--- config.mk ---
export PLATFORM = sky130hd
export DESIGN_NAME = bump_allocator_mark_compact
export DESIGN_NICKNAME = d
export VERILOG_FILES = /design/src/sv/bam_pkg.sv /design/src/sv/bam_ram.sv /design/src/sv/bam_out_buf.sv /design/src/sv/bump_allocator_mark_compact.sv
export SDC_FILE = /design/constraint.sdc
export NUM_CORES = 1
export LEC_CHECK = 0
export ABC_AREA = 1
export BUFFER_PORTS_ARGS = -buffer_cell sky130_fd_sc_hd__clkbuf_2
export CAP_MARGIN = 20
export CORE_MARGIN = 4
export CORE_UTILIZATION = 50
export DETAILED_ROUTE_END_ITERATION = 12
export GPL_TIMING_DRIVEN = 0
export PLACE_DENSITY = 0.69
export SLEW_MARGIN = 20
export SYNTH_ARGS = -nofsm -noshare
export SYNTH_HDL_FRONTEND = slang
export SYNTH_SLANG_ARGS = --single-unit
--- constraint.sdc ---
create_clock -name i_clk -period 21.9 [get_ports i_clk]
set_input_delay 2.19 -clock i_clk [delete_from_list [all_inputs] [get_ports i_clk]]
set_output_delay 2.19 -clock i_clk [all_outputs]
set_load 0.01 [all_outputs]
--- src/sv/bam_pkg.sv ---
// ----------------------------------------------------------------------------
// bam_pkg
// Shared types and constants of the bump allocator with mark and compact.
// ----------------------------------------------------------------------------
`default_nettype none

package bam_pkg;

    localparam int HEAP_UNITS = 64;
    localparam int UNIT_BYTES = 8;
    localparam int UNIT_SHIFT = $clog2(UNIT_BYTES);

    localparam int ADDR_W  = 32;
    localparam int SIZE_W  = 10;
    localparam int UNIT_W  = $clog2(HEAP_UNITS);
    localparam int CNT_W   = $clog2(HEAP_UNITS + 1);
    localparam int SZU_W   = $clog2((((1 << SIZE_W) + UNIT_BYTES - 2) / UNIT_BYTES) + 1);
    localparam int CIDX_W  = 2;

    localparam logic [1:0] ACT_ALLOC   = 2'd0;
    localparam logic [1:0] ACT_MARK    = 2'd1;
    localparam logic [1:0] ACT_COMPACT = 2'd2;

    localparam logic [1:0] ST_OK       = 2'd0;
    localparam logic [1:0] ST_NO_SPACE = 2'd1;
    localparam logic [1:0] ST_BAD_MARK = 2'd2;

    localparam logic [CIDX_W-1:0] REG_HEAP_BASE    = CIDX_W'(0);
    localparam logic [CIDX_W-1:0] REG_UNITS_IN_USE = CIDX_W'(1);

    localparam logic [CNT_W-1:0] UNITS_RESET = CNT_W'(HEAP_UNITS);

    typedef struct packed {
        logic [1:0]        action;
        logic [SIZE_W-1:0] size_bytes;
        logic [ADDR_W-1:0] object_address;
        logic [ADDR_W-1:0] dest_address;
    } t_in_item;

    typedef struct packed {
        logic [1:0]        status;
        logic [ADDR_W-1:0] address;
        logic [CNT_W-1:0]  unit_count;
        logic [ADDR_W-1:0] copy_dest;
        logic [ADDR_W-1:0] end_address;
        logic              last;
    } t_out_item;

endpackage

`default_nettype wire

--- src/sv/bam_ram.sv ---
// ----------------------------------------------------------------------------
// bam_ram
// Simple dual-port synchronous RAM, one write and one registered read port.
// ----------------------------------------------------------------------------
`default_nettype none

module bam_ram #(
    parameter int DEPTH  = 64,
    parameter int DATA_W = 1
) (
    input  wire logic                     i_clk,
    input  wire logic                     i_we,
    input  wire logic [$clog2(DEPTH)-1:0] i_waddr,
    input  wire logic [DATA_W-1:0]        i_wdata,
    input  wire logic [$clog2(DEPTH)-1:0] i_raddr,
    output logic      [DATA_W-1:0]        o_rdata
);

    logic [DATA_W-1:0] r_mem [DEPTH];

    always_ff @(posedge i_clk) begin
        if (i_we) begin
            r_mem[i_waddr] <= i_wdata;
        end
    end

    always_ff @(posedge i_clk) begin
        o_rdata <= r_mem[i_raddr];
    end

endmodule

`default_nettype wire

--- src/sv/bam_out_buf.sv ---
// ----------------------------------------------------------------------------
// bam_out_buf
// Output register of the result channel, holds one transaction under stall.
// ----------------------------------------------------------------------------
`default_nettype none

module bam_out_buf (
    input  wire logic               i_clk,
    input  wire logic               i_rst_n,
    input  wire logic               i_push,
    input  wire bam_pkg::t_out_item i_data,
    output logic                    o_free,
    output logic                    o_valid,
    output bam_pkg::t_out_item      o_data,
    input  wire logic               i_stall
);

    logic               r_vld;
    bam_pkg::t_out_item r_data;

    assign o_free  = !r_vld || !i_stall;
    assign o_valid = r_vld;
    assign o_data  = r_data;

    always_ff @(posedge i_clk) begin
        if (!i_rst_n) begin
            r_vld <= 1'b0;
        end else if (i_push) begin
            r_vld <= 1'b1;
        end else if (!i_stall) begin
            r_vld <= 1'b0;
        end
    end

    always_ff @(posedge i_clk) begin
        if (i_push) begin
            r_data <= i_data;
        end
    end

endmodule

`default_nettype wire

--- src/sv/bump_allocator_mark_compact.sv ---
// ----------------------------------------------------------------------------
// bump_allocator_mark_compact
// Bump allocator over a unit heap with start and end bitmaps in RAM; compact
// walks the used units and emits one copy command per live object.
// ----------------------------------------------------------------------------
//  channel  dir  handshake                 payload
//  in       in   i_in_valid / o_in_stall   i_in_data  (t_in_item)
//  out      out  o_out_valid / i_out_stall o_out_data (t_out_item)
//  cfg      in   i_cfg_valid / o_cfg_ready i_cfg_index, i_cfg_data
//
//  allocate and mark: capture, then execute; input stalls until done
//  compact: S_CREAD then S_CEVAL per used unit, one bitmap RAM read per unit
//  after reset a clearing pass over all HEAP_UNITS units runs before input opens
//  a full output register holds back execution until it drains
// ----------------------------------------------------------------------------
`default_nettype none

module bump_allocator_mark_compact (
    input  wire logic                                  i_clk,
    input  wire logic                                  i_rst_n,
    input  wire logic                                  i_in_valid,
    output logic                                       o_in_stall,
    input  wire bam_pkg::t_in_item                     i_in_data,
    output logic                                       o_out_valid,
    input  wire logic                                  i_out_stall,
    output bam_pkg::t_out_item                         o_out_data,
    input  wire logic                                  i_cfg_valid,
    output logic                                       o_cfg_ready,
    input  wire logic [bam_pkg::CIDX_W-1:0]            i_cfg_index,
    input  wire logic [bam_pkg::ADDR_W-1:0]            i_cfg_data
);

    typedef enum logic [2:0] {
        S_CLR,
        S_IDLE,
        S_EXEC,
        S_CREAD,
        S_CEVAL,
        S_FIN
    } t_state;

    t_state                          r_state;
    logic [bam_pkg::UNIT_W-1:0]      r_q;
    logic [bam_pkg::CNT_W-1:0]       r_next;
    logic [bam_pkg::ADDR_W-1:0]      r_base;
    logic [bam_pkg::CNT_W-1:0]       r_cap_reg;
    bam_pkg::t_in_item               r_in;
    logic                            r_in_obj;
    logic [bam_pkg::UNIT_W-1:0]      r_start;
    logic [bam_pkg::ADDR_W-1:0]      r_dest;
    bam_pkg::t_out_item              r_pend;
    logic                            r_pend_vld;

    logic                            out_free;
    logic                            push;
    bam_pkg::t_out_item              push_data;

    logic                            rd_start;
    logic                            rd_end;
    logic                            ram_we;
    logic                            mark_wr;
    logic [bam_pkg::UNIT_W-1:0]      start_waddr;
    logic [bam_pkg::UNIT_W-1:0]      end_waddr;

    logic [bam_pkg::CNT_W-1:0]       cap;
    logic [bam_pkg::SZU_W-1:0]       req_units;
    logic [bam_pkg::SZU_W-1:0]       mark_units;
    logic [bam_pkg::SZU_W:0]         alloc_sum;
    logic                            alloc_fail;
    logic [bam_pkg::ADDR_W-1:0]      alloc_addr;
    logic [bam_pkg::ADDR_W-1:0]      mark_off;
    logic [bam_pkg::ADDR_W-1:0]      mark_idx_full;
    logic                            mark_bad;
    logic [bam_pkg::SZU_W:0]         mark_end_full;
    logic [bam_pkg::UNIT_W-1:0]      mark_end;

    logic                            at_end;
    logic                            opens;
    logic                            closes;
    logic [bam_pkg::UNIT_W-1:0]      obj_start;
    logic [bam_pkg::CNT_W-1:0]       obj_len;
    logic [bam_pkg::ADDR_W-1:0]      c_next_dest;
    logic [bam_pkg::ADDR_W-1:0]      c_src;
    logic                            eval_wait;
    logic                            advance;
    bam_pkg::t_out_item              new_pend;

    assign o_in_stall  = (r_state != S_IDLE);
    assign o_cfg_ready = 1'b1;

    // allocate and mark arithmetic
    always_comb begin
        cap = (r_cap_reg > bam_pkg::UNITS_RESET) ? bam_pkg::UNITS_RESET : r_cap_reg;
        req_units = bam_pkg::SZU_W'(
            ({1'b0, r_in.size_bytes} + (bam_pkg::SIZE_W + 1)'(bam_pkg::UNIT_BYTES - 1))
            >> bam_pkg::UNIT_SHIFT);
        mark_units = (req_units == '0) ? bam_pkg::SZU_W'(1) : req_units;
        alloc_sum  = (bam_pkg::SZU_W + 1)'(r_next) + (bam_pkg::SZU_W + 1)'(req_units);
        alloc_fail = alloc_sum > (bam_pkg::SZU_W + 1)'(cap);
        alloc_addr = r_base + bam_pkg::ADDR_W'(r_next) * bam_pkg::ADDR_W'(bam_pkg::UNIT_BYTES);

        mark_off      = r_in.object_address - r_base;
        mark_idx_full = mark_off >> bam_pkg::UNIT_SHIFT;
        mark_bad      = (r_in.object_address < r_base)
                     || (mark_idx_full >= bam_pkg::ADDR_W'(r_next));
        mark_end_full = (bam_pkg::SZU_W + 1)'(mark_idx_full[bam_pkg::UNIT_W-1:0])
                      + (bam_pkg::SZU_W + 1)'(mark_units) - (bam_pkg::SZU_W + 1)'(1);
        if (mark_end_full >= (bam_pkg::SZU_W + 1)'(r_next)) begin
            mark_end = bam_pkg::UNIT_W'(r_next - bam_pkg::CNT_W'(1));
        end else begin
            mark_end = mark_end_full[bam_pkg::UNIT_W-1:0];
        end
    end

    // compaction scan
    always_comb begin
        at_end      = (bam_pkg::CNT_W'(r_q) == r_next - bam_pkg::CNT_W'(1));
        opens       = !r_in_obj && rd_start;
        obj_start   = r_in_obj ? r_start : r_q;
        closes      = (r_in_obj || rd_start) && (rd_end || at_end);
        obj_len     = bam_pkg::CNT_W'(r_q) - bam_pkg::CNT_W'(obj_start) + bam_pkg::CNT_W'(1);
        c_next_dest = r_dest + bam_pkg::ADDR_W'(obj_len)
                    * bam_pkg::ADDR_W'(bam_pkg::UNIT_BYTES);
        c_src       = r_base + bam_pkg::ADDR_W'(obj_start)
                    * bam_pkg::ADDR_W'(bam_pkg::UNIT_BYTES);
        eval_wait   = closes && r_pend_vld && !out_free;
        advance     = (r_state == S_CEVAL) && !eval_wait;

        new_pend             = '0;
        new_pend.status      = bam_pkg::ST_OK;
        new_pend.address     = c_src;
        new_pend.unit_count  = obj_len;
        new_pend.copy_dest   = r_dest;
        new_pend.end_address = c_next_dest;
        new_pend.last        = 1'b0;
    end

    // result selection
    always_comb begin
        push      = 1'b0;
        push_data = '0;
        mark_wr   = 1'b0;
        case (r_state)
            S_EXEC: begin
                case (r_in.action)
                    bam_pkg::ACT_ALLOC: begin
                        push           = out_free;
                        push_data.last = 1'b1;
                        if (alloc_fail) begin
                            push_data.status = bam_pkg::ST_NO_SPACE;
                        end else begin
                            push_data.status  = bam_pkg::ST_OK;
                            push_data.address = alloc_addr;
                        end
                    end
                    bam_pkg::ACT_MARK: begin
                        push             = out_free;
                        push_data.last   = 1'b1;
                        push_data.status = mark_bad ? bam_pkg::ST_BAD_MARK : bam_pkg::ST_OK;
                        mark_wr          = out_free && !mark_bad;
                    end
                    default: begin
                        push = 1'b0;
                    end
                endcase
            end
            S_CEVAL: begin
                push      = advance && closes && r_pend_vld;
                push_data = r_pend;
            end
            S_FIN: begin
                push = out_free;
                if (r_pend_vld) begin
                    push_data      = r_pend;
                    push_data.last = 1'b1;
                end else begin
                    push_data.status      = bam_pkg::ST_OK;
                    push_data.copy_dest   = r_dest;
                    push_data.end_address = r_dest;
                    push_data.last        = 1'b1;
                end
            end
            default: begin
                push = 1'b0;
            end
        endcase
    end

    assign ram_we      = (r_state == S_CLR) || advance || mark_wr;
    assign start_waddr = mark_wr ? mark_idx_full[bam_pkg::UNIT_W-1:0] : r_q;
    assign end_waddr   = mark_wr ? mark_end : r_q;

    bam_ram #(
        .DEPTH  (bam_pkg::HEAP_UNITS),
        .DATA_W (1)
    ) u_start_ram (
        .i_clk   (i_clk),
        .i_we    (ram_we),
        .i_waddr (start_waddr),
        .i_wdata (mark_wr),
        .i_raddr (r_q),
        .o_rdata (rd_start)
    );

    bam_ram #(
        .DEPTH  (bam_pkg::HEAP_UNITS),
        .DATA_W (1)
    ) u_end_ram (
        .i_clk   (i_clk),
        .i_we    (ram_we),
        .i_waddr (end_waddr),
        .i_wdata (mark_wr),
        .i_raddr (r_q),
        .o_rdata (rd_end)
    );

    bam_out_buf u_out_buf (
        .i_clk   (i_clk),
        .i_rst_n (i_rst_n),
        .i_push  (push),
        .i_data  (push_data),
        .o_free  (out_free),
        .o_valid (o_out_valid),
        .o_data  (o_out_data),
        .i_stall (i_out_stall)
    );

    always_ff @(posedge i_clk) begin
        if (!i_rst_n) begin
            r_state    <= S_CLR;
            r_q        <= '0;
            r_next     <= '0;
            r_base     <= '0;
            r_cap_reg  <= bam_pkg::UNITS_RESET;
            r_in_obj   <= 1'b0;
            r_pend_vld <= 1'b0;
        end else begin
            if (i_cfg_valid) begin
                if (i_cfg_index == bam_pkg::REG_HEAP_BASE) begin
                    r_base <= i_cfg_data;
                end else if (i_cfg_index == bam_pkg::REG_UNITS_IN_USE) begin
                    r_cap_reg <= i_cfg_data[bam_pkg::CNT_W-1:0];
                end
            end
            case (r_state)
                S_CLR: begin
                    r_q <= r_q + bam_pkg::UNIT_W'(1);
                    if (r_q == bam_pkg::UNIT_W'(bam_pkg::HEAP_UNITS - 1)) begin
                        r_state <= S_IDLE;
                    end
                end
                S_IDLE: begin
                    if (i_in_valid) begin
                        r_in <= i_in_data;
                        if (i_in_data.action == bam_pkg::ACT_COMPACT) begin
                            r_dest     <= i_in_data.dest_address;
                            r_q        <= '0;
                            r_in_obj   <= 1'b0;
                            r_pend_vld <= 1'b0;
                            r_state    <= (r_next == '0) ? S_FIN : S_CREAD;
                        end else begin
                            r_state <= S_EXEC;
                        end
                    end
                end
                S_EXEC: begin
                    if (r_in.action == bam_pkg::ACT_ALLOC) begin
                        if (out_free) begin
                            if (!alloc_fail) begin
                                r_next <= bam_pkg::CNT_W'(alloc_sum);
                            end
                            r_state <= S_IDLE;
                        end
                    end else if (r_in.action == bam_pkg::ACT_MARK) begin
                        if (out_free) begin
                            r_state <= S_IDLE;
                        end
                    end else begin
                        r_state <= S_IDLE;
                    end
                end
                S_CREAD: begin
                    r_state <= S_CEVAL;
                end
                S_CEVAL: begin
                    if (advance) begin
                        if (closes) begin
                            r_pend     <= new_pend;
                            r_pend_vld <= 1'b1;
                            r_dest     <= c_next_dest;
                            r_in_obj   <= 1'b0;
                        end else if (opens) begin
                            r_in_obj <= 1'b1;
                            r_start  <= r_q;
                        end
                        if (at_end) begin
                            r_state <= S_FIN;
                        end else begin
                            r_q     <= r_q + bam_pkg::UNIT_W'(1);
                            r_state <= S_CREAD;
                        end
                    end
                end
                S_FIN: begin
                    if (out_free) begin
                        r_next     <= '0;
                        r_pend_vld <= 1'b0;
                        r_q        <= '0;
                        r_state    <= S_IDLE;
                    end
                end
                default: begin
                    r_state <= S_IDLE;
                end
            endcase
        end
    end

endmodule

`default_nettype wire
-- Yosys cells after proc, flatten, opt, wreduce, memory -nomap -nowiden
Memories as Yosys holds them, arrays and structs flattened. A register that Yosys moved wholly into a read port is not among the register bits.
Cells that the tools add are included.
- $add $sub $neg: 12
- multipliers: 0
- divide/modulo/power cells: 0
- $lt $le $gt $ge: 5
- equality and inequality tests: 23
- shift-type cells: 0
- mux-type cells: 61
- bitwise gates (word level): 2
- reduce and logical (&&, ||, !) cells: 41
- operators by type and width (operator ; number):
    $mux W32 ; 6
    $pmux W71 S2 ; 1
    $pmux W34 S3 ; 1
    $mux W65 ; 1
    $add A32 B10 Y32 ; 2
    $pmux W32 S2 ; 1
    $mux W6 ; 9
    $mux W39 ; 1
    $mux W7 ; 5
    $add A32 B9 Y32 ; 1
    $lt A32 B32 Y1 ; 1
    $sub A32 B32 Y32 ; 1
    $ge A29 B7 Y1 ; 1
    $mux W3 ; 9
    $pmux W6 S4 ; 1
    $ne A2 B2 Y1 const B ; 9
    $pmux W3 S6 ; 1
    $reduce_and A6 Y1 ; 3
    $mux W1 ; 17
    $reduce_and A5 Y1 ; 3
    $pmux W7 S2 ; 1
    $add A10 B3 Y11 const B ; 1
    $add A6 B8 Y9 ; 1
    $add A7 B8 Y9 ; 1
    38 further kinds ; 66
- flip-flop bits (word level): 349
- latch bits: 0
- bits in writable memories: 128
- ROM bits: 0
- output and inout bits: 109
- logic and storage cells: 169
- memories: 2
- memory list (name ; depth ; bits a word ; read ports ; clocked after Yosys merged registers in ; write ports ; RTL line ; text):
    u_end_ram.r_mem ; 64 ; 1 ; 1 ; 1 ; 1 ; bam_ram.sv:19 ; logic [DATA_W-1:0] r_mem [DEPTH];
    u_start_ram.r_mem ; 64 ; 1 ; 1 ; 1 ; 1 ; bam_ram.sv:19 ;

-- Longest topological paths before layout
- depth after elaboration: 12
- depth in mapped cells: 35

-- By module
From an unflattened synthesis, not the netlist that was laid out.
- cells, all modules: 2950
- area total of the unflattened synthesis: 25833.5 sq um
- modules (own cells, without submodules) (module ; times used ; cells each ; area an instance (sq um)):
    bump_allocator_mark_compact ; 1 ; 2204 ; 16503.3
    bam_out_buf ; 1 ; 111 ; 3225.6
    bam_ram at u_end_ram ; 1 ; 321 ; 3059.2
    bam_ram at u_start_ram ; 1 ; 314 ; 3045.4

-- Worst setup path after synthesis
OpenSTA, ideal clock, no wires.
- kind: input port to flip-flop
- start point: input port i_out_stall
- end point: register r_pend[100] (netlist bit) (enable)
- setup time: 681 ps
- data arrival time: 9367 ps
- required time: 21219 ps
- slack: 11852 ps
- stages: 5
- path buffers: 0
- path through: nand2_1 > inv_1 > nand2_1 > nand2_1 > nor3_1
- cells in the longest elaborated chain, start to end: 7
- ends and longest elaborated chain (what ; RTL line ; text):
    start: declaration ; bump_allocator_mark_compact.sv:25 ; input wire logic i_out_stall,
    $logic_not A1 Y1 ; n/a ;
    $logic_or A1 B1 Y1 ; bam_out_buf.sv:21 ; assign o_free = !r_vld || !i_stall;
    $logic_not A1 Y1 ; bump_allocator_mark_compact.sv:126 ; eval_wait = closes && r_pend_vld && !out_free;
    $logic_and A1 B1 Y1 ; bump_allocator_mark_compact.sv:126 ;
    $logic_not A1 Y1 ; bump_allocator_mark_compact.sv:127 ; advance = (r_state == S_CEVAL) && !eval_wait;
    $logic_and A1 B1 Y1 ; bump_allocator_mark_compact.sv:127 ;
    $reduce_and A4 Y1 (no source line) ; n/a ;
    end signal: assignment ; bump_allocator_mark_compact.sv:288 ; r_pend <= new_pend;
    end: declaration ; bump_allocator_mark_compact.sv:51 ; bam_pkg::t_out_item r_pend;
No other way between the ends.
A chain may end at the register's enable or synchronous reset.

-- Final worst setup path
- start point: register r_q[0] (netlist bit)
- end point: register r_dest[31] (netlist bit), data pin
- cells in the longest elaborated chain, start to end: 7
- ends and longest elaborated chain (what ; RTL line ; text):
    start: declaration ; bump_allocator_mark_compact.sv:43 ; logic [bam_pkg::UNIT_W-1:0] r_q;
    start signal: assignment ; bump_allocator_mark_compact.sv:247 ; r_q <= r_q + bam_pkg::UNIT_W'(1);
    start signal: assignment ; bump_allocator_mark_compact.sv:299 ; r_q <= r_q + bam_pkg::UNIT_W'(1);
    $mux W6 ; bump_allocator_mark_compact.sv:119 ; obj_start = r_in_obj ? r_start : r_q;
    $sub A6 B6 Y7 (*) ; bump_allocator_mark_compact.sv:121 ; obj_len = bam_pkg::CNT_W'(r_q) - bam_pkg::CNT_W'(obj_start) + bam_pkg::CNT_W'(1);
    $add A7 B1 Y7 (*) ; bump_allocator_mark_compact.sv:121 ;
    net obj_len, one bit ; bump_allocator_mark_compact.sv:81 ; logic [bam_pkg::CNT_W-1:0] obj_len;
    $add A32 B10 Y32 (*) ; bump_allocator_mark_compact.sv:122 ; c_next_dest = r_dest + bam_pkg::ADDR_W'(obj_len)
    net c_next_dest, one bit ; bump_allocator_mark_compact.sv:82 ; logic [bam_pkg::ADDR_W-1:0] c_next_dest;
    $mux W32 (*) ; bump_allocator_mark_compact.sv:287 ; if (closes) begin
    $mux W32 (*) ; bump_allocator_mark_compact.sv:286 ; if (advance) begin
    $pmux W32 S2 (*) ; bump_allocator_mark_compact.sv:245 ; case (r_state)
    end signal: assignment ; bump_allocator_mark_compact.sv:256 ; r_dest <= i_in_data.dest_address;
    end signal: assignment ; bump_allocator_mark_compact.sv:290 ; r_dest <= c_next_dest;
    end: declaration ; bump_allocator_mark_compact.sv:50 ; logic [bam_pkg::ADDR_W-1:0] r_dest;
Mark *: on every way through the listed nets, which the timed path passes. The rest lies on a longest branch. The select of a mux whose other input is x is not followed.

==> flow_metrics.tcl <==
set metrics [dict create \
    stdcell_area_sq_mm 0.0292 \
    end_kind "register" \
    postCtsHoldBufs 0 \
    synth_flop_cell "edfxtp_1" \
    final.period_utilization 0.292 \
    fp.dieArea_sq_mm 0.0544 \
    critPathSlowestCell "dfxtp_1" \
    clock_latency_ps 600 \
    hp-class "register to register" \
    drtAntennaViolNets 0 \
    synth_cell_types 52 \
    ys_seq_area_frac 0.536 \
    finalCriticalPeriod_ps 6380 \
    tns_ps 0 \
    cts_setup_buffers 0 \
    post_cts_resized 0 \
    crit_cells 23 \
    synthCells 2806 \
    fp-row-count 82 \
    synth_seq_cells 473 \
    synth-async-reset-ratio 0 \
    gp_congestion 0.949 \
    vias 20600 \
    power_density_mw_per_mm2 82.0 \
    synth_nets 3034 \
    finalClockSkew_ps 17.5 \
    clkPwrFrac 0.355 \
    timing.critical_path.mode_cell "nand2_1" \
    antenna_found_initial 6 \
    cts_num_sinks 473 \
    port_buffers 221 \
    yosysTopAreaCellShare 0.489 \
    cts-root-buf "clkbuf_16" \
    post_dp_cell_area_sq_mm 0.0276 \
    place_inst 3719 \
    hold_path_depth 0 \
    cp_slowest_stage_delay_ps 630 \
    num_io_pins 224 \
    grt_overflow 0 \
    cp_cell_sequence "clkbuf_1, clkbuf_1, o21ai_0, ha_1, ha_1, fa_1, a21oi_1, o21ai_0, xor2_1, ha_1, nand2_1, o21ai_0, a21oi_1, nor2_1, nand2_1, nor2_1, nand4_1, nor3_1, nand2_1, nor2_1, xor2_1, nand2_1, nand2_1" \
    rsz0062_at_grt "false" \
    htree_levels 2 \
    track_usage 0.259 \
    sw_frac_of_total 0.305 \
    r2r_cells 23 \
    drt-total-wl_um 71400 \
    grt_max_degree 79 \
    finalSetupViolations 0 \
    drv_cap 0 \
    drc 0 \
    largest_reg_flops 103 \
    crit_family "simple AND/OR/NAND/NOR gates" \
    drv_slew 0 \
    final_nets 3327 \
    tightest_slew_ps 908 \
    netlist_top_cells_count "677 x nand2_1, 413 x edfxtp_1, 335 x nor2_1" \
    synth.top_cells.by_area "edfxtp_1 49%, nand2_1 10%, ha_1 5.3%" \
    r2r_setup_slack_ps 15520 \
    sequentialPowerShare 0.427 \
    die_w_um 233 \
    maxSlewHeadroom 0.395 \
    fmax_mhz 157 \
    crit_type "register to register" \
    synth_area_sq_mm 0.0254 \
    fillCellCount 4384 \
    grt_pass1_wl_um 109000 \
    comb_power_share 0.218 \
    vdd_drop_max_uv 59.3 \
    cts-buffers-inserted 50 \
    p_leak_nw 12.2 \
    start_util 0.506 \
    synth_most_common_cell "nand2_1" \
    cts_buffer_depth 3 \
    worstPathMaxFanout 10 \
    drt_iter0_markers 2079 \
    cp_data_required_time_ps 22240 \
    fin_cells 3817 \
    power_switching_mw 0.730 \
    final-hold-violation-count 0 \
    synth_top_area_cell "edfxtp_1" \
    first_pass_iters 5 \
    p_int_mw 1.66 \
    die_y_um 233 \
    coreArea_sq_mm 0.0502 \
    critPathBufInv 2 \
    drt-vias-per-instance 5.39 \
    layout-drive-gt1-share 0.140 \
    synth_area_per_cell_sq_um 9.04 \
    area_growth_pct 15.1 \
    outcome "complete, no violations" \
    clk_pin_slew_ps 60 \
    synth_edf_count 413 \
    cts_tree "built" \
    grt_pass1_vias 19600 \
    synth-warning-count 0 \
    avgRoutedWirePerCell_um 18.7 \
    cp-start-kind "register" \
    dpl.hpwl_um 54600 \
    total_power_mw 2.39 \
    fin_util 0.582 \
    critPathArrivalTime_ps 6730 \
]
-- per-stage QoR --
step	hold slack (ps)	worst slack, ps
final	430	15520
after global routing	432	15030
after CTS	429	15560
after detailed placement	416	15570
after global placement	413	7930
after floorplan	408	11850
-- power groups by stage --
stage / Combinational, mW / Sequential [mW] / Clock, mW
finish: 0.522 / 1.02 / 0.849
CTS: 0.515 / 1.02 / 0.861
global placement: 0.496 / 1.04 / 0
global route: 0.579 / 1.02 / 0.901
detailed placement: 0.511 / 1.04 / 0
floorplan: 0.353 / 1.04 / 0
-- worst reg2reg max path: stages, from the launching register on --
cell and delay, ps:
dfxtp_1 630, clkbuf_1 430, clkbuf_1 580, o21ai_0 230, ha_1 230, ha_1 210
fa_1 400, a21oi_1 170, o21ai_0 130, xor2_1 200, ha_1 380, nand2_1 70
o21ai_0 330, a21oi_1 150, nor2_1 180, nand2_1 120, nor2_1 350, nand4_1 310
nor3_1 400, nand2_1 170, nor2_1 220, xor2_1 120, nand2_1 70, nand2_1 60
-- final cells by class --
type | instances | area, sq um | area share
timing repair buffer | 241 | 1320 | 0.0450
buffer | 71 | 304 | 0.0104
multi-input combinational | 1893 | 10100 | 0.346
clock buffer | 68 | 1380 | 0.0472
sequential | 473 | 13600 | 0.466
inverter | 369 | 1390 | 0.0477
clock inverter | 26 | 255 | 0.00874
antenna | 4 | 10.0 | 0.000343
tap | 672 | 841 | 0.0288
-- final timing paths --
check,endpoint,from
worst max-delay path,r_dest[31],r_q[0]
worst min-delay path,r_pend[73],r_base[1]
worst max register to register,r_dest[31],r_q[0]
worst min register to register,r_pend[73],r_base[1]
-- metal layers --
layer,vias to the layer above,share of wire,global-route usage
met2,789,0.46,0.423
met1,9656,0.44,0.357
met4,0,0.032,0.0936
met3,145,0.069,0.0309
met5,-,0,0
li1,9971,-,-
-- cell families (layout without fill, tap and decap cells) --
logic type / count (synthesis) / in the layout / share of synthesized area
buf+inv: 440 / 775 / 0.0667
compound gates: 404 / 404 / 0.0877
xor+xnor: 92 / 92 / 0.0318
simple gates: 1283 / 1283 / 0.220
flops: 473 / 473 / 0.536
fa+ha+maj: 113 / 113 / 0.0575
other cells: 1 / 5 / 0.000148
-- cells in the final DEF, fill, tap and decap left out, drive strengths merged, types with 6 or more instances in the layout --
master | netlist | routed
nand3b | 6 | 6
clkbuf | 61 | 350
nand3 | 126 | 126
xor2 | 83 | 83
a21oi | 109 | 109
nor4 | 14 | 14
xnor2 | 9 | 9
o221ai | 13 | 13
nand2 | 701 | 701
or2 | 10 | 10
o22ai | 21 | 21
clkinv | 9 | 26
edfxtp | 413 | 413
nand4 | 36 | 36
o21ai | 231 | 231
nor2 | 353 | 353
fa | 6 | 6
buf | 10 | 30
nor3 | 32 | 32
o21bai | 6 | 6
a32o | 7 | 7
inv | 360 | 364
dfxtp | 60 | 60
ha | 107 | 107
No activity file was read; power rests on OpenSTA's default activity.
